===== src/sv/focq_pkg.sv =====
`timescale 1ns / 1ps
`default_nettype none
package focq_pkg;

    localparam int STEP_W   = 10;
    localparam int SAMPLE_W = 32;
    localparam int WEIGHT_W = 7;
    localparam int SUM_W    = 64;
    localparam int SCALE_W  = 32;
    localparam int MAX_STEPS = 1024;

    localparam int QDEPTH = 4;
    localparam int QAW    = $clog2(QDEPTH);

    localparam int CFG_IDX_W  = 2;
    localparam int CFG_DATA_W = 32;

    typedef enum logic [CFG_IDX_W-1:0] {
        REG_END_MODE  = 2'd0,
        REG_LAST_STEP = 2'd1,
        REG_SCALE     = 2'd2
    } t_reg_idx;

    typedef enum logic [1:0] {
        MODE_CLOSED     = 2'd0,
        MODE_OPEN       = 2'd1,
        MODE_OPEN_LEFT  = 2'd2,
        MODE_OPEN_RIGHT = 2'd3
    } t_end_mode;

    typedef enum logic [1:0] {
        STATUS_OK  = 2'd0,
        STATUS_FEW = 2'd1,
        STATUS_SAT = 2'd2
    } t_status;

    localparam logic [STEP_W-1:0] MIN_STEPS_CLOSED = 10'd7;
    localparam logic [STEP_W-1:0] MIN_STEPS_OPEN   = 10'd9;
    localparam logic [STEP_W-1:0] MIN_STEPS_HALF   = 10'd8;

    localparam logic signed [WEIGHT_W-1:0] CLOSED_W [3] = '{7'sd9, 7'sd28, 7'sd23};
    localparam logic signed [WEIGHT_W-1:0] OPEN_W   [4] = '{7'sd0, 7'sd55, -7'sd4, 7'sd33};
    localparam logic signed [WEIGHT_W-1:0] INNER_W       = 7'sd24;

    typedef struct packed {
        logic signed [SAMPLE_W-1:0] fwd;
        logic signed [SAMPLE_W-1:0] bwd;
        logic signed [WEIGHT_W-1:0] weight;
        logic                       last;
        logic                       few;
    } t_step_item;

    typedef struct packed {
        logic full;
        logic empty;
    } t_queue_stat;

    typedef struct packed {
        logic signed [SUM_W-1:0] sum;
        logic                    sat;
        logic                    few;
    } t_run_end;

    function automatic logic signed [WEIGHT_W-1:0] focq_weight(
        input logic [STEP_W-1:0] s,
        input logic [STEP_W-1:0] d,
        input t_end_mode         mode
    );
        logic lopen;
        logic ropen;
        logic signed [WEIGHT_W-1:0] w;
        lopen = (mode == MODE_OPEN) || (mode == MODE_OPEN_LEFT);
        ropen = (mode == MODE_OPEN) || (mode == MODE_OPEN_RIGHT);
        if (lopen && s <= 10'd3) begin
            w = OPEN_W[s[1:0]];
        end else if (!lopen && s <= 10'd2) begin
            w = CLOSED_W[s[1:0]];
        end else if (ropen && d <= 10'd3) begin
            w = OPEN_W[d[1:0]];
        end else if (!ropen && d <= 10'd2) begin
            w = CLOSED_W[d[1:0]];
        end else begin
            w = INNER_W;
        end
        return w;
    endfunction

endpackage
`default_nettype wire


===== src/sv/focq_front.sv =====
`timescale 1ns / 1ps
`default_nettype none
module focq_front (
    input  wire logic                                 i_clk,
    input  wire logic                                 i_rst_n,
    input  wire logic                                 i_push,
    input  wire logic signed [focq_pkg::SAMPLE_W-1:0] i_fwd_sample,
    input  wire logic signed [focq_pkg::SAMPLE_W-1:0] i_bwd_sample,
    input  focq_pkg::t_end_mode                       i_end_mode,
    input  wire logic [focq_pkg::STEP_W-1:0]          i_last_step,
    input  wire logic                                 i_q_full,
    output logic                                      o_wr,
    output focq_pkg::t_step_item                      o_item
);
    import focq_pkg::*;

    logic [STEP_W-1:0] r_step;
    logic [STEP_W-1:0] n_step;
    logic [STEP_W-1:0] s;
    logic [STEP_W-1:0] d;
    logic [STEP_W-1:0] min_steps;
    logic              last;

    always_comb begin
        unique case (i_end_mode) inside
            MODE_CLOSED:                     min_steps = MIN_STEPS_CLOSED;
            MODE_OPEN:                       min_steps = MIN_STEPS_OPEN;
            MODE_OPEN_LEFT, MODE_OPEN_RIGHT: min_steps = MIN_STEPS_HALF;
            default:                         min_steps = MIN_STEPS_HALF;
        endcase
    end

    assign s    = (r_step > i_last_step) ? i_last_step : r_step;
    assign d    = i_last_step - s;
    assign last = (s == i_last_step);
    assign o_wr = i_push && !i_q_full;

    always_comb begin
        o_item.fwd    = i_fwd_sample;
        o_item.bwd    = i_bwd_sample;
        o_item.weight = focq_weight(s, d, i_end_mode);
        o_item.last   = last;
        o_item.few    = last && (i_last_step < min_steps);
    end

    assign n_step = last ? '0 : s + 10'd1;

    always_ff @(posedge i_clk) begin
        if (!i_rst_n) begin
            r_step <= '0;
        end else if (o_wr) begin
            r_step <= n_step;
        end
    end

endmodule
`default_nettype wire


===== config.mk =====
export PLATFORM = sky130hd
export DESIGN_NAME = focq_front
export DESIGN_NICKNAME = d
export VERILOG_FILES = /design/src/sv/focq_pkg.sv /design/src/sv/focq_front.sv
export SDC_FILE = /design/constraint.sdc
export NUM_CORES = 1
export LEC_CHECK = 0
export ABC_AREA = 1
export BUFFER_PORTS_ARGS = -buffer_cell sky130_fd_sc_hd__buf_2
export CORE_MARGIN = 2
export CORE_UTILIZATION = 49
export CTS_BUF_LIST = sky130_fd_sc_hd__clkbuf_8
export DETAILED_ROUTE_END_ITERATION = 10
export GPL_ROUTABILITY_DRIVEN = 0
export PLACE_DENSITY = 0.9
export SYNTH_ARGS = -nofsm -noshare
export SYNTH_HDL_FRONTEND = slang
export SYNTH_SLANG_ARGS = --single-unit

===== constraint.sdc =====
create_clock -name i_clk -period 5.6 [get_ports i_clk]
set_clock_uncertainty 0.05 [all_clocks]
set_input_delay 0.56 -clock i_clk [delete_from_list [all_inputs] [get_ports i_clk]]
set_output_delay 0.56 -clock i_clk [all_outputs]
set_load 0.03 [all_outputs]

==> impl_metrics.sql <==
INSERT INTO impl_metrics (metric_group, metric, value, unit) VALUES
('layout', 'nets', '463', ''),
('synth', 'synth_fa_ha_area_frac', '0.169', ''),
('power_and_ir_drop', 'power.density_cell_area', '128', 'nW/µm²'),
('sta', 'rsz0062_at_grt', 'no', ''),
('clock_tree', 'clock_path_buffers', '2', ''),
('die', 'fp.dieW', '75.3', 'µm'),
('run_status', 'run_status', 'finished, final reports clean', ''),
('setup_path', 'slowest_delay', '0.36', 'ns'),
('power_and_ir_drop', 'power.switching_fraction', '0.385', ''),
('clock_tree', 'clkLatencyLatePin', '0.23', 'ns'),
('sta', 'period_needed', '4.95', 'ns'),
('clock_tree', 'cts-root-buf', 'clkbuf_8', ''),
('sta', 'fin_crit_sh', '0.884', ''),
('synth', 'ys_warn_count', '0', ''),
('setup_path', 'critPathMostFrequentCell', 'nand2_1', ''),
('global_routing', 'grt_antenna_before_repair', '0', ''),
('clock_tree', 'cts_sinks', '10', ''),
('routing', 'drtPass1Iterations', '4', ''),
('clock_tree', 'worst_setup_hold_path_clk_slew', '0.04', 'ns'),
('layout', 'biggestRegsByFlops', 'r_step (10)', ''),
('setup_path', 'r2r_cells', '19', ''),
('sta', 'timing.final.ws_setup', '0.649', 'ns'),
('die', 'io_pins', '154', ''),
('synth', 'netlist_instances', '387', ''),
('routing', 'antenna_violating_nets_remaining', '0', ''),
('setup_path', 'critPathSlowestCell', 'nand2_2', ''),
('setup_path', 'crit_path_max_fanout', '21', ''),
('synth', 'synthMuxAreaShare', '0', ''),
('layout', 'final_area', '2250', 'µm²'),
('sta', 'slew_viol_final', '0', ''),
('global_routing', 'grt_start_max_net_pins', '22', ''),
('hold_path', 'hold_path.startpoint', 'r_step[0]', ''),
('global_routing', 'first_global_vias', '2022', ''),
('synth', 'yosys.area_share.xor_xnor', '0.0241', ''),
('place', 'dp_hpwl', '4350', 'µm'),
('die', 'area_of_the_core_region', '4820', 'µm²'),
('power_and_ir_drop', 'irDropWorstVdd', '104', 'µV'),
('clock_tree', 'cts_hold_buffers', '0', ''),
('layout', 'finalCoreUtilization', '0.467', ''),
('sta', 'timing.final.hold_violations', '0', ''),
('setup_path', 'cp_data_arrival_time', '4.34', 'ns'),
('layout', 'drive_above_1_share', '0.183', ''),
('clock_tree', 'cts-buffers-inserted', '3', ''),
('synth', 'synth_top_family_by_area', 'simple AND/OR/NAND/NOR gates', ''),
('clock_tree', 'cts_resized', '0', ''),
('setup_path', 'category_of_the_worst_setup_path_capture_point', 'output port', ''),
('synth', 'synth_simple_gate_area_share', '0.307', ''),
('power_and_ir_drop', 'seqPwrFrac', '0.253', ''),
('global_routing', 'grt_util_all_layers', '0.184', ''),
('hold_path', 'hold_depth', '2', ''),
('synth', 'flip_flop_and_latch_count_after_synthesis', '10', ''),
('setup_path', 'worst_r2r_startpoint', 'r_step[9]', ''),
('die', 'floorplan.initialDensity', '0.518', ''),
('routing', 'drcViolationCount', '0', ''),
('synth', 'synth_nets', '500', ''),
('layout', 'syn_to_final_growth', '-9.73', '%'),
('layout', 'number_of_flip_flops_under_the_largest_register_name', '10', ''),
('routing', 'detailedRoute.firstIterationViolations', '169', ''),
('routing', 'vias', '2138', ''),
('sta', 'slew_headroom', '0.665', ''),
('routing', 'via_per_inst', '5.14', ''),
('clock_tree', 'cts_htree_levels', '1', ''),
('setup_path', 'critPathLaunchType', 'primary input', ''),
('clock_tree', 'cts_tree', 'done', ''),
('layout', 'ant_diodes', '0', ''),
('synth', 'synth-compound-area-share', '0.122', ''),
('layout', 'registers.top_by_ff_count', 'r_step', ''),
('die', 'die_height', '75.3', 'µm'),
('place', 'io_buffer_count', '25', ''),
('die', 'floorplan.die_area', '5680', 'µm²'),
('place', 'pre_cts_slack', '0.695', 'ns');
[cell usage after synthesis (all sizes together)]
master / count / area [µm²]
o2111a: 1 / 11.3
nand4: 5 / 31.3
xor2: 5 / 51.3
o21ai: 18 / 124
xnor2: 1 / 8.76
nor2: 26 / 135
ha: 32 / 400
or2: 6 / 37.5
nor4: 3 / 25.0
nand3: 28 / 170
nor3: 3 / 15.0
inv: 60 / 225
buf: 67 / 510
fa: 1 / 20.0
clkbuf: 1 / 3.75
dfxtp: 10 / 200
nand3b: 1 / 7.51
clkinv: 1 / 3.75
nand2: 87 / 337
a2111oi: 1 / 8.76
a211oi: 1 / 7.51
a21boi: 1 / 7.51
o21bai: 3 / 22.5
and2: 1 / 6.26
a21oi: 24 / 124
[layout make-up]
cell class,instances,area [µm²]
flip-flops and latches,10,200
fillers,499,2570
well taps,67,83.8
repair buffers,26,133
clock buffers,4,55.1
multi-input cells,248,1550
inverters,61,229
[logic make-up (layout without fill, tap and decap cells)]
family                   after synthesis  after routing
flip-flops                            10             10
AO/OA/AOI/OAI                         49             49
buffers and inverters                129             91
XOR/XNOR                               6              6
adder cells (fa/ha/maj)               33             33
AND/OR/NAND/NOR                      160            160
[stage by stage]
stage | std cells | hold slack, ns | power, mW
CTS | 416 | 0.436 | 0.290
global placement | 412 | 0.425 | 0.196
global route | 416 | 0.450 | 0.309
floorplan | 387 | 0.407 | 0.251
detailed placement | 412 | 0.428 | 0.200
finish | 416 | 0.433 | 0.287
[layer usage]
metal | up-vias | global-route usage | part of all wire
met2 | 82 | 0.317 | 0.48
met3 | 20 | 0.0212 | 0.063
met1 | 945 | 0.221 | 0.43
met5 | - | 0 | 0
met4 | 0 | 0.105 | 0.029
li1 | 1091 | - | -
[worst max-delay path, delay by kind of cell]
kind | cells | cell delay, ns
simple gates | 17 | 1.94
buf+inv | 5 | 0.68
fa+ha+maj | 2 | 0.67
compound gates | 3 | 0.50
[worst max-delay path by stage]
stage | to | from | depth (start not counted)
6_report | o_item[7] | i_last_step[9] | 27
4_1_cts | o_item[7] | i_last_step[9] | 27
3_5_place_dp | o_item[2] | i_last_step[9] | 28
3_3_place_gp | o_item[7] | i_last_step[9] | 27
5_1_grt | o_item[7] | i_last_step[9] | 27
2_1_floorplan | o_item[8] | i_last_step[9] | 25
[power by group through the flow]
| stage | registers (mW) | clock network (mW) | logic (mW) |
|---|---|---|---|
| floorplan | 0.0739 | 0 | 0.177 |
| global placement | 0.0740 | 0 | 0.122 |
| detailed placement | 0.0740 | 0 | 0.126 |
| CTS | 0.0727 | 0.0908 | 0.127 |
| global route | 0.0727 | 0.0931 | 0.143 |
| finish | 0.0727 | 0.0868 | 0.128 |
[layout by cell type (no fill, tap or decap), types with 6 or more instances in the layout]
master   instances
a21oi_1         23
buf_2           25
dfxtp_1         10
ha_1            32
inv_1           56
nand2_1         83
nand3_1         22
nand3_2          6
nor2_1          17
nor2_2           6
o21ai_1          6
o21ai_2          6
No activity file was read; power rests on OpenSTA's default activity.
