**config.mk**
```make
export PLATFORM = sky130hd
export DESIGN_NAME = focq_accum
export DESIGN_NICKNAME = d
export VERILOG_FILES = /design/src/sv/focq_pkg.sv /design/src/sv/focq_accum.sv
export SDC_FILE = /design/constraint.sdc
export NUM_CORES = 2
export LEC_CHECK = 0
export BUFFER_PORTS_ARGS = -buffer_cell sky130_fd_sc_hd__buf_2
export CELL_PAD_IN_SITES_DETAIL_PLACEMENT = 2
export CELL_PAD_IN_SITES_GLOBAL_PLACEMENT = 2
export CORE_MARGIN = 2
export CORE_UTILIZATION = 45
export CTS_CLUSTER_SIZE = 8
export DETAILED_ROUTE_END_ITERATION = 10
export PLACE_DENSITY_LB_ADDON = 0.1
export SETUP_SLACK_MARGIN = 0.02
export SYNTH_ARGS = -nofsm -noshare
export SYNTH_HDL_FRONTEND = slang
export SYNTH_SLANG_ARGS = --single-unit
```
**constraint.sdc**
```tcl
create_clock -name i_clk -period 24.6 [get_ports i_clk]
set_clock_uncertainty 0.05 [all_clocks]
set_input_delay 3.69 -clock i_clk [delete_from_list [all_inputs] [get_ports i_clk]]
set_output_delay 3.69 -clock i_clk [all_outputs]
set_load 0.1 [all_outputs]
```
**src/sv/focq_pkg.sv**
```systemverilog
`timescale 1ns / 1ps
`default_nettype none
package focq_pkg;

    localparam int STEP_W   = 10;
    localparam int SAMPLE_W = 32;
    localparam int WEIGHT_W = 7;
    localparam int SUM_W    = 64;
    localparam int SCALE_W  = 32;
    localparam int MAX_STEPS = 1024;

    localparam int QDEPTH = 4;
    localparam int QAW    = $clog2(QDEPTH);

    localparam int CFG_IDX_W  = 2;
    localparam int CFG_DATA_W = 32;

    typedef enum logic [CFG_IDX_W-1:0] {
        REG_END_MODE  = 2'd0,
        REG_LAST_STEP = 2'd1,
        REG_SCALE     = 2'd2
    } t_reg_idx;

    typedef enum logic [1:0] {
        MODE_CLOSED     = 2'd0,
        MODE_OPEN       = 2'd1,
        MODE_OPEN_LEFT  = 2'd2,
        MODE_OPEN_RIGHT = 2'd3
    } t_end_mode;

    typedef enum logic [1:0] {
        STATUS_OK  = 2'd0,
        STATUS_FEW = 2'd1,
        STATUS_SAT = 2'd2
    } t_status;

    localparam logic [STEP_W-1:0] MIN_STEPS_CLOSED = 10'd7;
    localparam logic [STEP_W-1:0] MIN_STEPS_OPEN   = 10'd9;
    localparam logic [STEP_W-1:0] MIN_STEPS_HALF   = 10'd8;

    localparam logic signed [WEIGHT_W-1:0] CLOSED_W [3] = '{7'sd9, 7'sd28, 7'sd23};
    localparam logic signed [WEIGHT_W-1:0] OPEN_W   [4] = '{7'sd0, 7'sd55, -7'sd4, 7'sd33};
    localparam logic signed [WEIGHT_W-1:0] INNER_W       = 7'sd24;

    typedef struct packed {
        logic signed [SAMPLE_W-1:0] fwd;
        logic signed [SAMPLE_W-1:0] bwd;
        logic signed [WEIGHT_W-1:0] weight;
        logic                       last;
        logic                       few;
    } t_step_item;

    typedef struct packed {
        logic full;
        logic empty;
    } t_queue_stat;

    typedef struct packed {
        logic signed [SUM_W-1:0] sum;
        logic                    sat;
        logic                    few;
    } t_run_end;

    function automatic logic signed [WEIGHT_W-1:0] focq_weight(
        input logic [STEP_W-1:0] s,
        input logic [STEP_W-1:0] d,
        input t_end_mode         mode
    );
        logic lopen;
        logic ropen;
        logic signed [WEIGHT_W-1:0] w;
        lopen = (mode == MODE_OPEN) || (mode == MODE_OPEN_LEFT);
        ropen = (mode == MODE_OPEN) || (mode == MODE_OPEN_RIGHT);
        if (lopen && s <= 10'd3) begin
            w = OPEN_W[s[1:0]];
        end else if (!lopen && s <= 10'd2) begin
            w = CLOSED_W[s[1:0]];
        end else if (ropen && d <= 10'd3) begin
            w = OPEN_W[d[1:0]];
        end else if (!ropen && d <= 10'd2) begin
            w = CLOSED_W[d[1:0]];
        end else begin
            w = INNER_W;
        end
        return w;
    endfunction

endpackage
`default_nettype wire

```
**src/sv/focq_accum.sv**
```systemverilog
`timescale 1ns / 1ps
`default_nettype none
module focq_accum (
    input  wire logic            i_clk,
    input  wire logic            i_rst_n,
    input  focq_pkg::t_step_item i_head,
    input  wire logic            i_q_empty,
    output logic                 o_rd,
    input  wire logic            i_scale_rdy,
    output logic                 o_end_vld,
    output focq_pkg::t_run_end   o_end
);
    import focq_pkg::*;

    localparam int EXACT_W = SUM_W + WEIGHT_W;
    localparam logic signed [SUM_W-1:0] SUM_MAX = {1'b0, {(SUM_W-1){1'b1}}};
    localparam logic signed [SUM_W-1:0] SUM_MIN = {1'b1, {(SUM_W-1){1'b0}}};

    logic                        r_p_vld;
    logic signed [SUM_W-1:0]     r_prod;
    logic signed [WEIGHT_W-1:0]  r_p_w;
    logic                        r_p_last;
    logic                        r_p_few;

    logic                        r_t_vld;
    logic signed [SUM_W-1:0]     r_term;
    logic                        r_t_sat;
    logic                        r_t_last;
    logic                        r_t_few;

    logic signed [SUM_W-1:0]     r_sum;
    logic                        r_sat;

    logic                        adv;
    logic signed [EXACT_W-1:0]   exact;
    logic                        term_ovf;
    logic signed [SUM_W-1:0]     term;
    logic signed [SUM_W:0]       sum_wide;
    logic                        sum_ovf;
    logic signed [SUM_W-1:0]     n_sum;

    assign adv  = !r_t_vld || !r_t_last || i_scale_rdy;
    assign o_rd = adv && !i_q_empty;

    assign exact    = EXACT_W'(r_prod) * EXACT_W'(r_p_w);
    assign term_ovf = (exact[EXACT_W-1:SUM_W-1] != '0) && (exact[EXACT_W-1:SUM_W-1] != '1);
    assign term     = term_ovf ? (exact[EXACT_W-1] ? SUM_MIN : SUM_MAX) : exact[SUM_W-1:0];

    assign sum_wide = {r_sum[SUM_W-1], r_sum} + {r_term[SUM_W-1], r_term};
    assign sum_ovf  = sum_wide[SUM_W] != sum_wide[SUM_W-1];
    assign n_sum    = sum_ovf ? (sum_wide[SUM_W] ? SUM_MIN : SUM_MAX) : sum_wide[SUM_W-1:0];

    assign o_end_vld = r_t_vld && r_t_last && i_scale_rdy;
    always_comb begin
        o_end.sum = n_sum;
        o_end.sat = r_sat || r_t_sat || sum_ovf;
        o_end.few = r_t_few;
    end

    always_ff @(posedge i_clk) begin
        if (adv) begin
            r_prod   <= SUM_W'(i_head.fwd) * SUM_W'(i_head.bwd);
            r_p_w    <= i_head.weight;
            r_p_last <= i_head.last;
            r_p_few  <= i_head.few;
            r_term   <= term;
            r_t_sat  <= term_ovf;
            r_t_last <= r_p_last;
            r_t_few  <= r_p_few;
        end
    end

    always_ff @(posedge i_clk) begin
        if (!i_rst_n) begin
            r_p_vld <= 1'b0;
            r_t_vld <= 1'b0;
            r_sum   <= '0;
            r_sat   <= 1'b0;
        end else if (adv) begin
            r_p_vld <= !i_q_empty;
            r_t_vld <= r_p_vld;
            if (r_t_vld) begin
                if (r_t_last) begin
                    r_sum <= '0;
                    r_sat <= 1'b0;
                end else begin
                    r_sum <= n_sum;
                    r_sat <= r_sat || r_t_sat || sum_ovf;
                end
            end
        end
    end

endmodule
`default_nettype wire

```
==> results_dict.tcl <==
set metrics [dict create \
    clock-root-buffer "sky130_fd_sc_hd__clkbuf_16" \
    post_synth_inst_count 6674 \
    worst_hold_path_type "flop to flop" \
    ys_types 86 \
    design.final.nets 8441 \
    synth_top_cell_by_area "sky130_fd_sc_hd__fa_1" \
    clkSinkCount 207 \
    die_area_um2 141000 \
    proportion_of_synthesized_chip_area_in_sequential_cells 0.0895 \
    tritoncts_clock_tree "yes" \
    cts-htree-levels 1 \
    cp-start-kind "input port" \
    wire_per_inst_um 25.6 \
    floorplan.core_area_um2 137000 \
    ant_nets 0 \
    tritoncts.num_buffers 30 \
    slowest_stage "sky130_fd_sc_hd__o41ai_1" \
    final_hpwl_dp_mm 173 \
    finish.instance_area_um2 64900 \
    final-max-slew-violation-count 0 \
    ys.warnings.count 0 \
    post_route_cells_drive_above_1_share 0.0420 \
    async_reset_ff_frac 0 \
    placementRows 136 \
    synth_top_flop_cell "sky130_fd_sc_hd__edfxtp_1" \
    detail_route.iter0.violations 2480 \
    detail_route.wirelength_mm 215 \
    post_cts.repair.setup_buffers 0 \
    synth_area_leaders "sky130_fd_sc_hd__fa_1 45%, sky130_fd_sc_hd__and2_1 8.0%, sky130_fd_sc_hd__ha_1 7.9%" \
    postCtsHoldBufs 0 \
    critPathRequiredTime_ns 24.90 \
    run_status "completed" \
    path_clk_slew_ns 0.05 \
    detail_route.first_pass.iterations 5 \
    final_report_setup_violation_count 0 \
    grt_pass1_vias 56206 \
    detail_route.drc_violations 0 \
    finalCoreUtilization 0.473 \
    top_level_ports 145 \
    global_route.overflow_total 0 \
    instance_area_at_placement_um2 64000 \
    synth.ff_latch_count 207 \
    arrival_ns 12.78 \
    setup.worst_path.end_class "flop" \
    synth.most_common_cell "sky130_fd_sc_hd__fa_1" \
    worstSkewPairLatency_ns 0.62 \
    finalHoldWorstSlack_ns 0.372 \
    synth.top_cells.by_count "1407 x sky130_fd_sc_hd__fa_1, 1268 x sky130_fd_sc_hd__inv_1, 798 x sky130_fd_sc_hd__nand2_1" \
    die_height_um 375 \
    criticalPathCategory "input port to flop" \
    crit_fanout 32 \
    n_fill_cell 14810 \
    avgSynthCellArea_um2 9.28 \
    final.setup.tns_ns 0 \
    timing_hold_violations_final 0 \
    post_synthesis_cell_area_um2 62000 \
    drv_cap 0 \
    detailroute.via_count 46904 \
    period_needed_ns 12.49 \
    globalRouteTotalUtil 0.311 \
    cts_buffer_depth 3 \
    syn_to_final_growth_pct 4.74 \
    initial_core_util 0.452 \
    antenna_found_initial 5 \
    crit_path_frequent_cell "sky130_fd_sc_hd__fa_1" \
    fmax_mhz 80.1 \
    detail_route.vias_per_cell 5.59 \
    io_buffers 144 \
    grt_first_pass_wirelength_mm 338 \
    timing.slew.headroom 0.248 \
    synth_edf_count 140 \
    unrepaired_setup_endpoints_after_global_routing "false" \
    syn_nets 8548 \
    max_slew.worst_pin.slew_ns 1.13 \
    die_w_um 375 \
    slowest_delay_ns 0.84 \
    ctsResizeCount 0 \
    grt_start_max_net_pins 65 \
    globalplace.congestion 0.885 \
    fin_crit_sh 0.508 \
    synth.top_cell.area_share 0.455 \
]
==> path summary, 6_finish.rpt <==
| path | slack [ns] | endpoint | cells past startpoint | start |
|---|---|---|---|---|
| hold reg to reg | 0.37 | r_t_few | 0 | r_p_few |
| setup reg to reg | 15.75 | r_term[16] | 20 | r_p_w[6] |
| hold / removal | 0.37 | r_t_few | 0 | r_p_few |
| setup / recovery | 12.11 | r_prod[59] | 29 | i_head[48] |
==> kinds of logic (layout without fill, tap and decap cells) <==
logic type	count (synthesis)	after routing	share of synthesized area
AO/OA/AOI/OAI	779	779	0.0800
other	0	3	0
adder cells (fa/ha/maj)	1797	1797	0.533
AND/OR/NAND/NOR	2091	2091	0.171
XOR/XNOR	198	198	0.0280
flip-flops	207	207	0.0895
buffers and inverters	1601	1518	0.0985
multiplexers	1	1	0.000182
==> placed cells by master (no fill, tap or decap), drive strengths merged, types with 7 or more instances in the layout <==
master  count
a211o       9
a211oi     22
a21boi     10
a21o      107
a21oi     275
a22o       15
a31oi      18
and2      794
and3       22
buf       193
clkbuf     55
dfxtp      67
edfxtp    140
fa       1407
ha        390
inv      1268
nand2     798
nand2b     80
nand3      36
nand4      45
nor2      205
nor2b      23
nor3       34
nor4        7
o211ai     18
o21a       19
o21ai     176
o21bai     24
o31ai      17
or2         9
or3        10
xnor2     120
xor2       78
==> stage by stage <==
step | std cells | worst slack [ns]
after floorplan | 6674 | 13.18
after global placement | 8329 | 11.71
after detailed placement | 8329 | 11.53
after CTS | 8385 | 12.17
after global routing | 8387 | 11.71
final | 8388 | 12.11
==> final cells by class <==
cell class	count	area, µm²	share of cell area
Sequential cell	207	5550	0.0854
Tap cell	1794	2240	0.0346
Inverter	1269	4770	0.0735
Multi-Input combinational cell	4866	50300	0.776
Antenna cell	3	7.51	0.000116
Timing Repair Buffer	193	1090	0.0168
Clock inverter	1	16.3	0.000251
Clock buffer	55	876	0.0135
==> metal layers <==
layer,track usage,up-vias,share of wire
li1,-,20094,-
met1,0.410,25354,0.43
met2,0.546,1181,0.50
met3,0.0327,275,0.048
met4,0.0817,0,0.025
met5,0,-,0
==> worst max-delay path, delay by kind of cell <==
| family | cells | cell delay (ns) |
|---|---|---|
| AO/OA/AOI/OAI | 6 | 2.62 |
| adder cells (fa/ha/maj) | 9 | 4.30 |
| buffers and inverters | 8 | 1.11 |
| AND/OR/NAND/NOR | 6 | 1.02 |
==> flip-flops by register name, summed over array words and instances, names as in the netlist <==
signal	cells
r_term	64
r_p_vld	1
r_sat	1
r_sum	64
r_p_last	1
r_prod	64
r_p_few	1
r_t_few	1
r_t_vld	1
r_p_w	7
r_t_last	1
r_t_sat	1
Power is not shown: default switching activity piles up to over one toggle a cycle in this logic, so the estimate is an artifact.
