$ cat src/sv/focq_pkg.sv
`timescale 1ns / 1ps
`default_nettype none
package focq_pkg;

    localparam int STEP_W   = 10;
    localparam int SAMPLE_W = 32;
    localparam int WEIGHT_W = 7;
    localparam int SUM_W    = 64;
    localparam int SCALE_W  = 32;
    localparam int MAX_STEPS = 1024;

    localparam int QDEPTH = 4;
    localparam int QAW    = $clog2(QDEPTH);

    localparam int CFG_IDX_W  = 2;
    localparam int CFG_DATA_W = 32;

    typedef enum logic [CFG_IDX_W-1:0] {
        REG_END_MODE  = 2'd0,
        REG_LAST_STEP = 2'd1,
        REG_SCALE     = 2'd2
    } t_reg_idx;

    typedef enum logic [1:0] {
        MODE_CLOSED     = 2'd0,
        MODE_OPEN       = 2'd1,
        MODE_OPEN_LEFT  = 2'd2,
        MODE_OPEN_RIGHT = 2'd3
    } t_end_mode;

    typedef enum logic [1:0] {
        STATUS_OK  = 2'd0,
        STATUS_FEW = 2'd1,
        STATUS_SAT = 2'd2
    } t_status;

    localparam logic [STEP_W-1:0] MIN_STEPS_CLOSED = 10'd7;
    localparam logic [STEP_W-1:0] MIN_STEPS_OPEN   = 10'd9;
    localparam logic [STEP_W-1:0] MIN_STEPS_HALF   = 10'd8;

    localparam logic signed [WEIGHT_W-1:0] CLOSED_W [3] = '{7'sd9, 7'sd28, 7'sd23};
    localparam logic signed [WEIGHT_W-1:0] OPEN_W   [4] = '{7'sd0, 7'sd55, -7'sd4, 7'sd33};
    localparam logic signed [WEIGHT_W-1:0] INNER_W       = 7'sd24;

    typedef struct packed {
        logic signed [SAMPLE_W-1:0] fwd;
        logic signed [SAMPLE_W-1:0] bwd;
        logic signed [WEIGHT_W-1:0] weight;
        logic                       last;
        logic                       few;
    } t_step_item;

    typedef struct packed {
        logic full;
        logic empty;
    } t_queue_stat;

    typedef struct packed {
        logic signed [SUM_W-1:0] sum;
        logic                    sat;
        logic                    few;
    } t_run_end;

    function automatic logic signed [WEIGHT_W-1:0] focq_weight(
        input logic [STEP_W-1:0] s,
        input logic [STEP_W-1:0] d,
        input t_end_mode         mode
    );
        logic lopen;
        logic ropen;
        logic signed [WEIGHT_W-1:0] w;
        lopen = (mode == MODE_OPEN) || (mode == MODE_OPEN_LEFT);
        ropen = (mode == MODE_OPEN) || (mode == MODE_OPEN_RIGHT);
        if (lopen && s <= 10'd3) begin
            w = OPEN_W[s[1:0]];
        end else if (!lopen && s <= 10'd2) begin
            w = CLOSED_W[s[1:0]];
        end else if (ropen && d <= 10'd3) begin
            w = OPEN_W[d[1:0]];
        end else if (!ropen && d <= 10'd2) begin
            w = CLOSED_W[d[1:0]];
        end else begin
            w = INNER_W;
        end
        return w;
    endfunction

endpackage
`default_nettype wire

$ cat src/sv/focq_queue.sv
`timescale 1ns / 1ps
`default_nettype none
module focq_queue (
    input  wire logic            i_clk,
    input  wire logic            i_rst_n,
    input  wire logic            i_wr,
    input  focq_pkg::t_step_item i_item,
    input  wire logic            i_rd,
    output focq_pkg::t_step_item o_head,
    output focq_pkg::t_queue_stat o_stat
);
    import focq_pkg::*;

    t_step_item       r_mem [QDEPTH];
    logic [QAW-1:0]   r_wp;
    logic [QAW-1:0]   r_rp;
    logic [QAW:0]     r_cnt;
    logic             do_wr;
    logic             do_rd;

    assign o_stat.full  = (r_cnt == (QAW+1)'(QDEPTH));
    assign o_stat.empty = (r_cnt == '0);
    assign do_wr  = i_wr && !o_stat.full;
    assign do_rd  = i_rd && !o_stat.empty;
    assign o_head = r_mem[r_rp];

    always_ff @(posedge i_clk) begin
        if (do_wr) begin
            r_mem[r_wp] <= i_item;
        end
    end

    always_ff @(posedge i_clk) begin
        if (!i_rst_n) begin
            r_wp  <= '0;
            r_rp  <= '0;
            r_cnt <= '0;
        end else begin
            if (do_wr) begin
                r_wp <= r_wp + 1'b1;
            end
            if (do_rd) begin
                r_rp <= r_rp + 1'b1;
            end
            if (do_wr && !do_rd) begin
                r_cnt <= r_cnt + 1'b1;
            end else if (do_rd && !do_wr) begin
                r_cnt <= r_cnt - 1'b1;
            end
        end
    end

endmodule
`default_nettype wire

$ cat config.mk
export PLATFORM = sky130hd
export DESIGN_NAME = focq_queue
export DESIGN_NICKNAME = d
export VERILOG_FILES = /design/src/sv/focq_pkg.sv /design/src/sv/focq_queue.sv
export SDC_FILE = /design/constraint.sdc
export NUM_CORES = 1
export LEC_CHECK = 0
export ABC_AREA = 1
export BUFFER_PORTS_ARGS = -buffer_cell sky130_fd_sc_hd__buf_2
export CAP_MARGIN = 5
export CORE_MARGIN = 5
export CORE_UTILIZATION = 29
export DETAILED_ROUTE_END_ITERATION = 8
export PLACE_DENSITY = 0.52
export SLEW_MARGIN = 5
export SYNTH_ARGS = -nofsm -noshare
export SYNTH_HDL_FRONTEND = slang
export SYNTH_SLANG_ARGS = --single-unit
$ cat constraint.sdc
create_clock -name i_clk -period 5.6 [get_ports i_clk]
set_input_delay 1.12 -clock i_clk [delete_from_list [all_inputs] [get_ports i_clk]]
set_output_delay 1.12 -clock i_clk [all_outputs]
set_load 0.01 [all_outputs]
==> results.py, run 1 <==
metrics = {
    "timing": {
        "tightestPinTransition_ns": 0.961,
        "relSlewSlack_pct": 35.9,
        "setup_tns_ns": 0,
        "fin_skew_ns": 0.0121,
        "period_minus_slack_ns": 4.03,
        "fin_ws_ns": 1.57,
        "slew_violations": 0,
        "period_share_pct": 72.0,
        "fmax_mhz": 248,
        "worst_hold_slack_ns": 0.488,
        "finalHoldViolCount": 0,
        "rsz0062_at_grt": "no",
        "setup_viol": 0,
    },
    "synthesis": {
        "seq_area_frac_synth_pct": 79.0,
        "synth.avg_cell_area_sq_um": 14.6,
        "synth-xor-area-share_pct": 0.0773,
        "synth_fa_ha_area_share_pct": 0.729,
        "synth-simple-area-share_pct": 6.04,
        "ys_warn_count": 0,
        "syn-num-nets": 859,
        "syn_area_sq_um": 11300,
        "synthMuxAreaShare_pct": 0,
        "synth_top_family_by_area": "compound AO/OA/AOI/OAI gates",
        "ys_ff_latch": 301,
        "yosys.cell_types.count": 21,
        "syn_inst": 776,
        "synth_compound_area_share_pct": 10.7,
    },
    "power_and_ir_drop": {
        "power.leakage_uw": 0.00471,
        "p_seq_share_pct": 44.7,
        "ir_worst_vdd_uv": 245,
        "pwr-share-clk_pct": 33.5,
        "power_switching_uw": 1880,
        "p_int_uw": 4480,
        "power_density_nw_per_um2": 467,
        "power_frac_comb_pct": 21.8,
        "switching_share_pct": 29.5,
        "totalPowerFinal_uw": 6360,
    },
    "global_routing": {
        "grt_pass1_wl_mm": 40.6,
        "grt_antenna_before_repair": 4,
        "grt_pass1_vias": 6833,
        "gr-usage-all-layers_pct": 11.9,
        "overflow": 0,
        "grt_max_degree": 81,
    },
    "worst_hold_path": {
        "holdPathStages": 2,
        "min_from": "r_rp[1]",
        "hp-class": "reg -> reg",
    },
    "clock_tree": {
        "cts.sinks": 301,
        "cts_buffers": 35,
        "hold_buffers": 0,
        "cts_tree": "yes",
        "clkSlewWorstSetupHoldPaths_ns": 0.06,
        "cts_buffer_depth": 3,
        "clock_latency_ns": 0.51,
        "cts_root_buf": "clkbuf_16",
        "cts_setup_buffers": 0,
        "cts_htree_levels": 2,
        "post_cts_resized": 0,
    },
    "floorplanning": {
        "die_y_um": 208,
        "die_width_um": 208,
        "ios": 152,
        "start_util_pct": 29.3,
        "row_count": 72,
        "die-area_sq_um": 43100,
        "fp.coreArea_sq_um": 38600,
    },
    "drt": {
        "drc": 0,
        "drtAntennaViolNets": 0,
        "drtIter0Drc": 413,
        "via_per_inst": 4.57,
        "drt-pass1-iter-count": 4,
        "vias": 6728,
        "wl_per_cell_um": 17.7,
        "drt-total-wl_mm": 26.1,
    },
    "worst_setup_path": {
        "rr_worst_depth": 6,
        "rr_startpoint": "r_cnt[0]",
        "start_kind": "flop",
        "worstPathRequired_ns": 4.48,
        "cp_data_arrival_time_ns": 2.91,
        "r2r_setup_slack_ns": 3.05,
        "path_max_fanout": 72,
        "cp-end-kind": "output port",
        "path_class": "reg -> out",
        "r2r-end": "r_mem[1][58]",
    },
    "placement": {
        "port_buffers": 151,
        "place_ws_ns": 2.06,
        "dp_hpwl_mm": 14.5,
        "gp_congestion": 0.692,
    },
    "cells_and_area": {
        "layout_common_cells": "edfxtp_1 (292), nor2_1 (156), buf_2 (151)",
        "drive_above_1_share_pct": 22.6,
        "num-nets-final": 1013,
        "syn_to_final_growth_pct": 20.2,
        "final_core_util_pct": 35.2,
        "layout_commonest_cell": "edfxtp_1",
    },
    "flow_run": {
        "maxCapViolCount": 0,
    },
    "run_status": {
        "outcome": "finished clean",
    },
}
-- power groups by stage --
stage | Sequential, uW | Clock [uW] | Combinational [uW]
2_1_floorplan | 2850 | 0 | 934
3_3_place_gp | 2890 | 0 | 1430
3_5_place_dp | 2890 | 0 | 1430
4_1_cts | 2850 | 2210 | 1440
5_1_grt | 2870 | 2300 | 1570
6_report | 2840 | 2130 | 1390
-- logic make-up (layout without fill, tap and decap cells) --
| kind of cell | Yosys count | after routing |
|---|---|---|
| buffers and inverters | 65 | 241 |
| adder cells (fa/ha/maj) | 6 | 6 |
| flip-flops | 301 | 301 |
| other | 0 | 1 |
| AND/OR/NAND/NOR | 180 | 180 |
| XOR/XNOR | 1 | 1 |
| AO/OA/AOI/OAI | 223 | 223 |
-- per-layer routing --
| layer | vias up | global-route usage (%) | part of all wire [%] |
|---|---|---|---|
| met5 | - | 0 | 0.11 |
| met4 | 4 | 3.81 | 2.1 |
| li1 | 3210 | - | - |
| met3 | 50 | 3.37 | 6.4 |
| met1 | 3287 | 15.7 | 44 |
| met2 | 177 | 19.3 | 47 |
-- state kept, by name (all words and copies together) (netlist names), named ones only --
name and flops:
r_mem 292, r_rp 2, r_wp 2, r_cnt 3
-- cells in the mapped netlist --
master	count	area, sq um
nand3_1	4	20.0
inv_1	16	60.1
fa_1	1	20.0
a21oi_1	3	15.0
o21ai_0	80	400
clkbuf_1	16	60.1
ha_1	5	62.6
nor2_1	160	601
buf_6	13	146
dfxtp_1	9	180
buf_2	4	20.0
clkinv_1	1	3.75
buf_4	10	75.1
xor2_1	1	8.76
nand3b_1	1	7.51
o22ai_1	73	457
edfxtp_1	292	8770
o21ai_1	67	335
clkbuf_2	4	20.0
nand2_1	15	56.3
inv_4	1	6.26
-- cell type report --
class	count	area (sq um)
fillers	3765	25000
flip-flops and latches	301	8950
multi-input cells	410	2010
clock buffers	47	963
repair buffers	164	853
well taps	518	648
clock inverters	12	105
inverters	18	70.1
diodes	1	2.50
-- through the flow --
stage | cells | cell area [sq um]
6_report | 1471 | 13600
5_1_grt | 1470 | 13600
4_1_cts | 1470 | 13600
3_5_place_dp | 1411 | 12500
3_3_place_gp | 1411 | 12500
2_1_floorplan | 776 | 11300
-- worst max-delay path by stage --
stage / start / to / slack [ns] / cells past startpoint
after global placement: flop / o_head[20] / 2.08 / 5
after global routing: flop / o_head[40] / 1.31 / 5
after detailed placement: flop / o_head[20] / 2.06 / 5
after CTS: flop / o_head[20] / 1.48 / 5
after floorplan: i_wr / r_mem[0][0] / 0.82 / 2
final: flop / o_head[40] / 1.57 / 5
-- critical path, cell delays in order, from the launching register on --
cell	delay, ns
dfxtp_4	0.56
inv_4	0.70
buf_4	0.53
nor2_1	0.08
o22ai_1	0.26
buf_2	0.19
Power figures use the tool's default switching activity.
==> inputs of run 2 (changes only) <==
Settings changed: ABC_AREA 1 to 0, PLACE_DENSITY 0.52 to 0.54.
Clock period 5.6 ns to 3.4 ns, I/O delays scaled along.
==> run 2 against run 1 <==
Register-to-register slack got worse by 2.0 ns. First-iteration DRC count fell by 52%. Sequential share of layout area hardly changed. Via count decreased by 26%. Critical path depth decreased by 2. Final area is essentially flat. Largest cell class unchanged. Final cell count down 22%. Core utilization rose by 0.90 points. Critical path type unchanged.
==> results.py, run 2 <==
metrics = {
    "worst_setup_path": {
        "cp_data_arrival_time_ns": 2.09,
        "crit_chain": "buf_12 > mux4_2 > buf_2",
        "path_class": "reg -> out",
        "max_stage_delay_ns": 0.66,
        "start_kind": "flop",
        "path_max_fanout": 45,
        "worstPathRequired_ns": 2.72,
        "cpMaxStageDelayCell": "dfxtp_4",
        "cp-end-kind": "output port",
    },
    "flow_run": {
        "maxCapViolCount": 0,
    },
    "floorplanning": {
        "start_util_pct": 29.4,
        "fp.coreArea_sq_um": 37700,
        "ios": 152,
        "die_y_um": 206,
        "die-area_sq_um": 42200,
        "die_width_um": 206,
        "row_count": 71,
    },
    "clock_tree": {
        "hold_buffers": 0,
        "cts_buffers": 34,
        "cts_buffer_depth": 3,
        "post_cts_resized": 0,
        "cts_setup_buffers": 0,
        "cts_tree": "yes",
        "clkSlewWorstSetupHoldPaths_ns": 0.06,
        "clock_latency_ns": 0.51,
        "cts_htree_levels": 2,
        "cts_root_buf": "clkbuf_16",
        "cts.sinks": 301,
    },
    "drt": {
        "wl_per_cell_um": 19.6,
        "drtAntennaViolNets": 0,
        "drt-total-wl_mm": 22.5,
        "drc": 0,
        "drtIter0Drc": 198,
        "drt-pass1-iter-count": 4,
        "via_per_inst": 4.37,
        "vias": 5008,
    },
    "cells_and_area": {
        "layout_common_cells": "edfxtp_1 (292), buf_2 (151), mux4_2 (73)",
        "drive_above_1_share_pct": 45.7,
        "layout_commonest_cell": "edfxtp_1",
        "fin_area_sq_um": 13600,
        "num-nets-final": 694,
        "regMostFlops": "r_mem",
        "antenna_cells": 0,
        "syn_to_final_growth_pct": 22.7,
        "largest_reg_flops": 292,
        "reg_top3": "r_mem: 292 flops, r_cnt: 3 flops",
    },
    "timing": {
        "slew_violations": 0,
        "setup_viol": 0,
        "period_minus_slack_ns": 2.77,
        "rsz0062_at_grt": "no",
        "fmax_mhz": 361,
        "relSlewSlack_pct": 66.8,
        "finalHoldViolCount": 0,
        "fin_skew_ns": 0.0127,
        "period_share_pct": 81.4,
        "worst_hold_slack_ns": 0.387,
        "tightestPinTransition_ns": 0.498,
        "setup_tns_ns": 0,
    },
    "placement": {
        "postPlaceCellArea_sq_um": 12500,
        "port_buffers": 151,
        "dp_hpwl_mm": 13.8,
        "gp_congestion": 0.665,
    },
    "global_routing": {
        "grt_antenna_before_repair": 2,
        "gr-usage-all-layers_pct": 10.8,
        "grt_max_degree": 49,
        "grt_pass1_vias": 5848,
        "overflow": 0,
        "grt_pass1_wl_mm": 34.7,
    },
    "synthesis": {
        "synth_ff_type": "edfxtp_1",
        "yosys.cell_types.count": 24,
        "seq_area_frac_synth_pct": 80.7,
        "syn_area_sq_um": 11100,
        "syn_inst": 429,
        "synthArstFlopShare_pct": 0,
        "synth.avg_cell_area_sq_um": 25.8,
        "syn-num-nets": 512,
        "synth.most_common_cell": "edfxtp_1",
        "synth_top_cells_by_count": "edfxtp_1 (292), mux4_2 (73), dfxtp_1 (9)",
        "synth_edf_count": 292,
        "synth_top_area_share_pct": 79.1,
        "ys_warn_count": 0,
        "yosysTopAreaCell": "edfxtp_1",
        "synth.area.top_cells": "edfxtp_1 (79%), mux4_2 (15%), dfxtp_1 (1.6%)",
        "ys_ff_latch": 301,
    },
    "power_and_ir_drop": {
        "p_int_uw": 7850,
        "switching_share_pct": 25.5,
        "power.leakage_uw": 0.00449,
        "pwr-share-clk_pct": 34.1,
        "ir_worst_vdd_uv": 323,
        "totalPowerFinal_uw": 10500,
        "power_switching_uw": 2680,
        "p_seq_share_pct": 44.3,
        "power_density_nw_per_um2": 774,
        "power_frac_comb_pct": 21.6,
    },
    "worst_hold_path": {
        "hp-class": "in -> reg",
    },
    "run_status": {
        "outcome": "finished clean",
    },
}
-- run 2: cell types whose count changed after synthesis, sizes merged, moves of 8 or more --
cell / previous run / this run
o22ai: 73 / 0
clkbuf: 20 / 2
and2: 0 / 8
nand2: 15 / 4
mux4: 0 / 73
inv: 17 / 3
o21ai: 147 / 1
nor2: 160 / 0
buf: 27 / 16
-- run 2: final timing paths --
check                 to  slack [ns]  cells after the start      start
min reg2reg      r_wp[1]        0.50                      2    r_wp[1]
max            o_head[8]        0.63                      3       flop
min          r_mem[0][3]        0.39                      1  i_item[3]
max reg2reg     r_cnt[2]        1.08                      9   r_cnt[1]
-- run 2: worst max-delay path: cells and delay by family (launching register included) --
kind	cells	cell delay [ns]
multiplexers	1	0.37
buffers and inverters	2	0.51
flip-flops	1	0.66
-- run 2: power groups by stage --
stage | Combinational, uW | Sequential [uW] | Clock (uW)
after floorplan | 1640 | 4680 | 0
after global placement | 2320 | 4720 | 0
final | 2270 | 4670 | 3590
after CTS | 2360 | 4680 | 3730
after global routing | 2490 | 4710 | 3900
after detailed placement | 2360 | 4750 | 0
-- run 2: cells by family (layout without fill, tap and decap cells) --
| kind of cell | after synthesis | count (layout) | share of synthesized area [%] |
|---|---|---|---|
| mux | 76 | 76 | 15.1 |
| xor+xnor | 4 | 4 | 0.316 |
| buf+inv | 21 | 227 | 1.91 |
| compound gates | 4 | 4 | 0.305 |
| fa+ha+maj | 6 | 6 | 0.745 |
| simple gates | 17 | 17 | 0.914 |
| flops | 301 | 301 | 80.7 |
-- run 2: final cells by class --
class / instances / area, sq um
flip-flops and latches: 301 / 8960
fillers: 3523 / 24100
clock inverters: 10 / 103
repair buffers: 164 / 941
well taps: 511 / 639
clock buffers: 50 / 1020
multi-input cells: 107 / 1940
inverters: 3 / 11.3
-- run 2: layer usage --
metal  wire length, um  up-vias  part of all wire [%]  GRT usage (%)
met5                25        -                  0.11              0
met4               463        4                   2.1           3.40
met3              1350       44                   6.0           3.18
met2             11500      131                    51           18.4
met1              9150     2625                    41           13.3
li1                  -     2204                     -              -
-- run 2: per-stage QoR --
stage	setup WS, ns	std cells	util, %
global route	0.499	1146	36.1
floorplan	0.284	429	-
finish	0.632	1146	36.1
global placement	1.04	1086	33.1
CTS	0.553	1146	36.1
detailed placement	0.868	1086	33.1
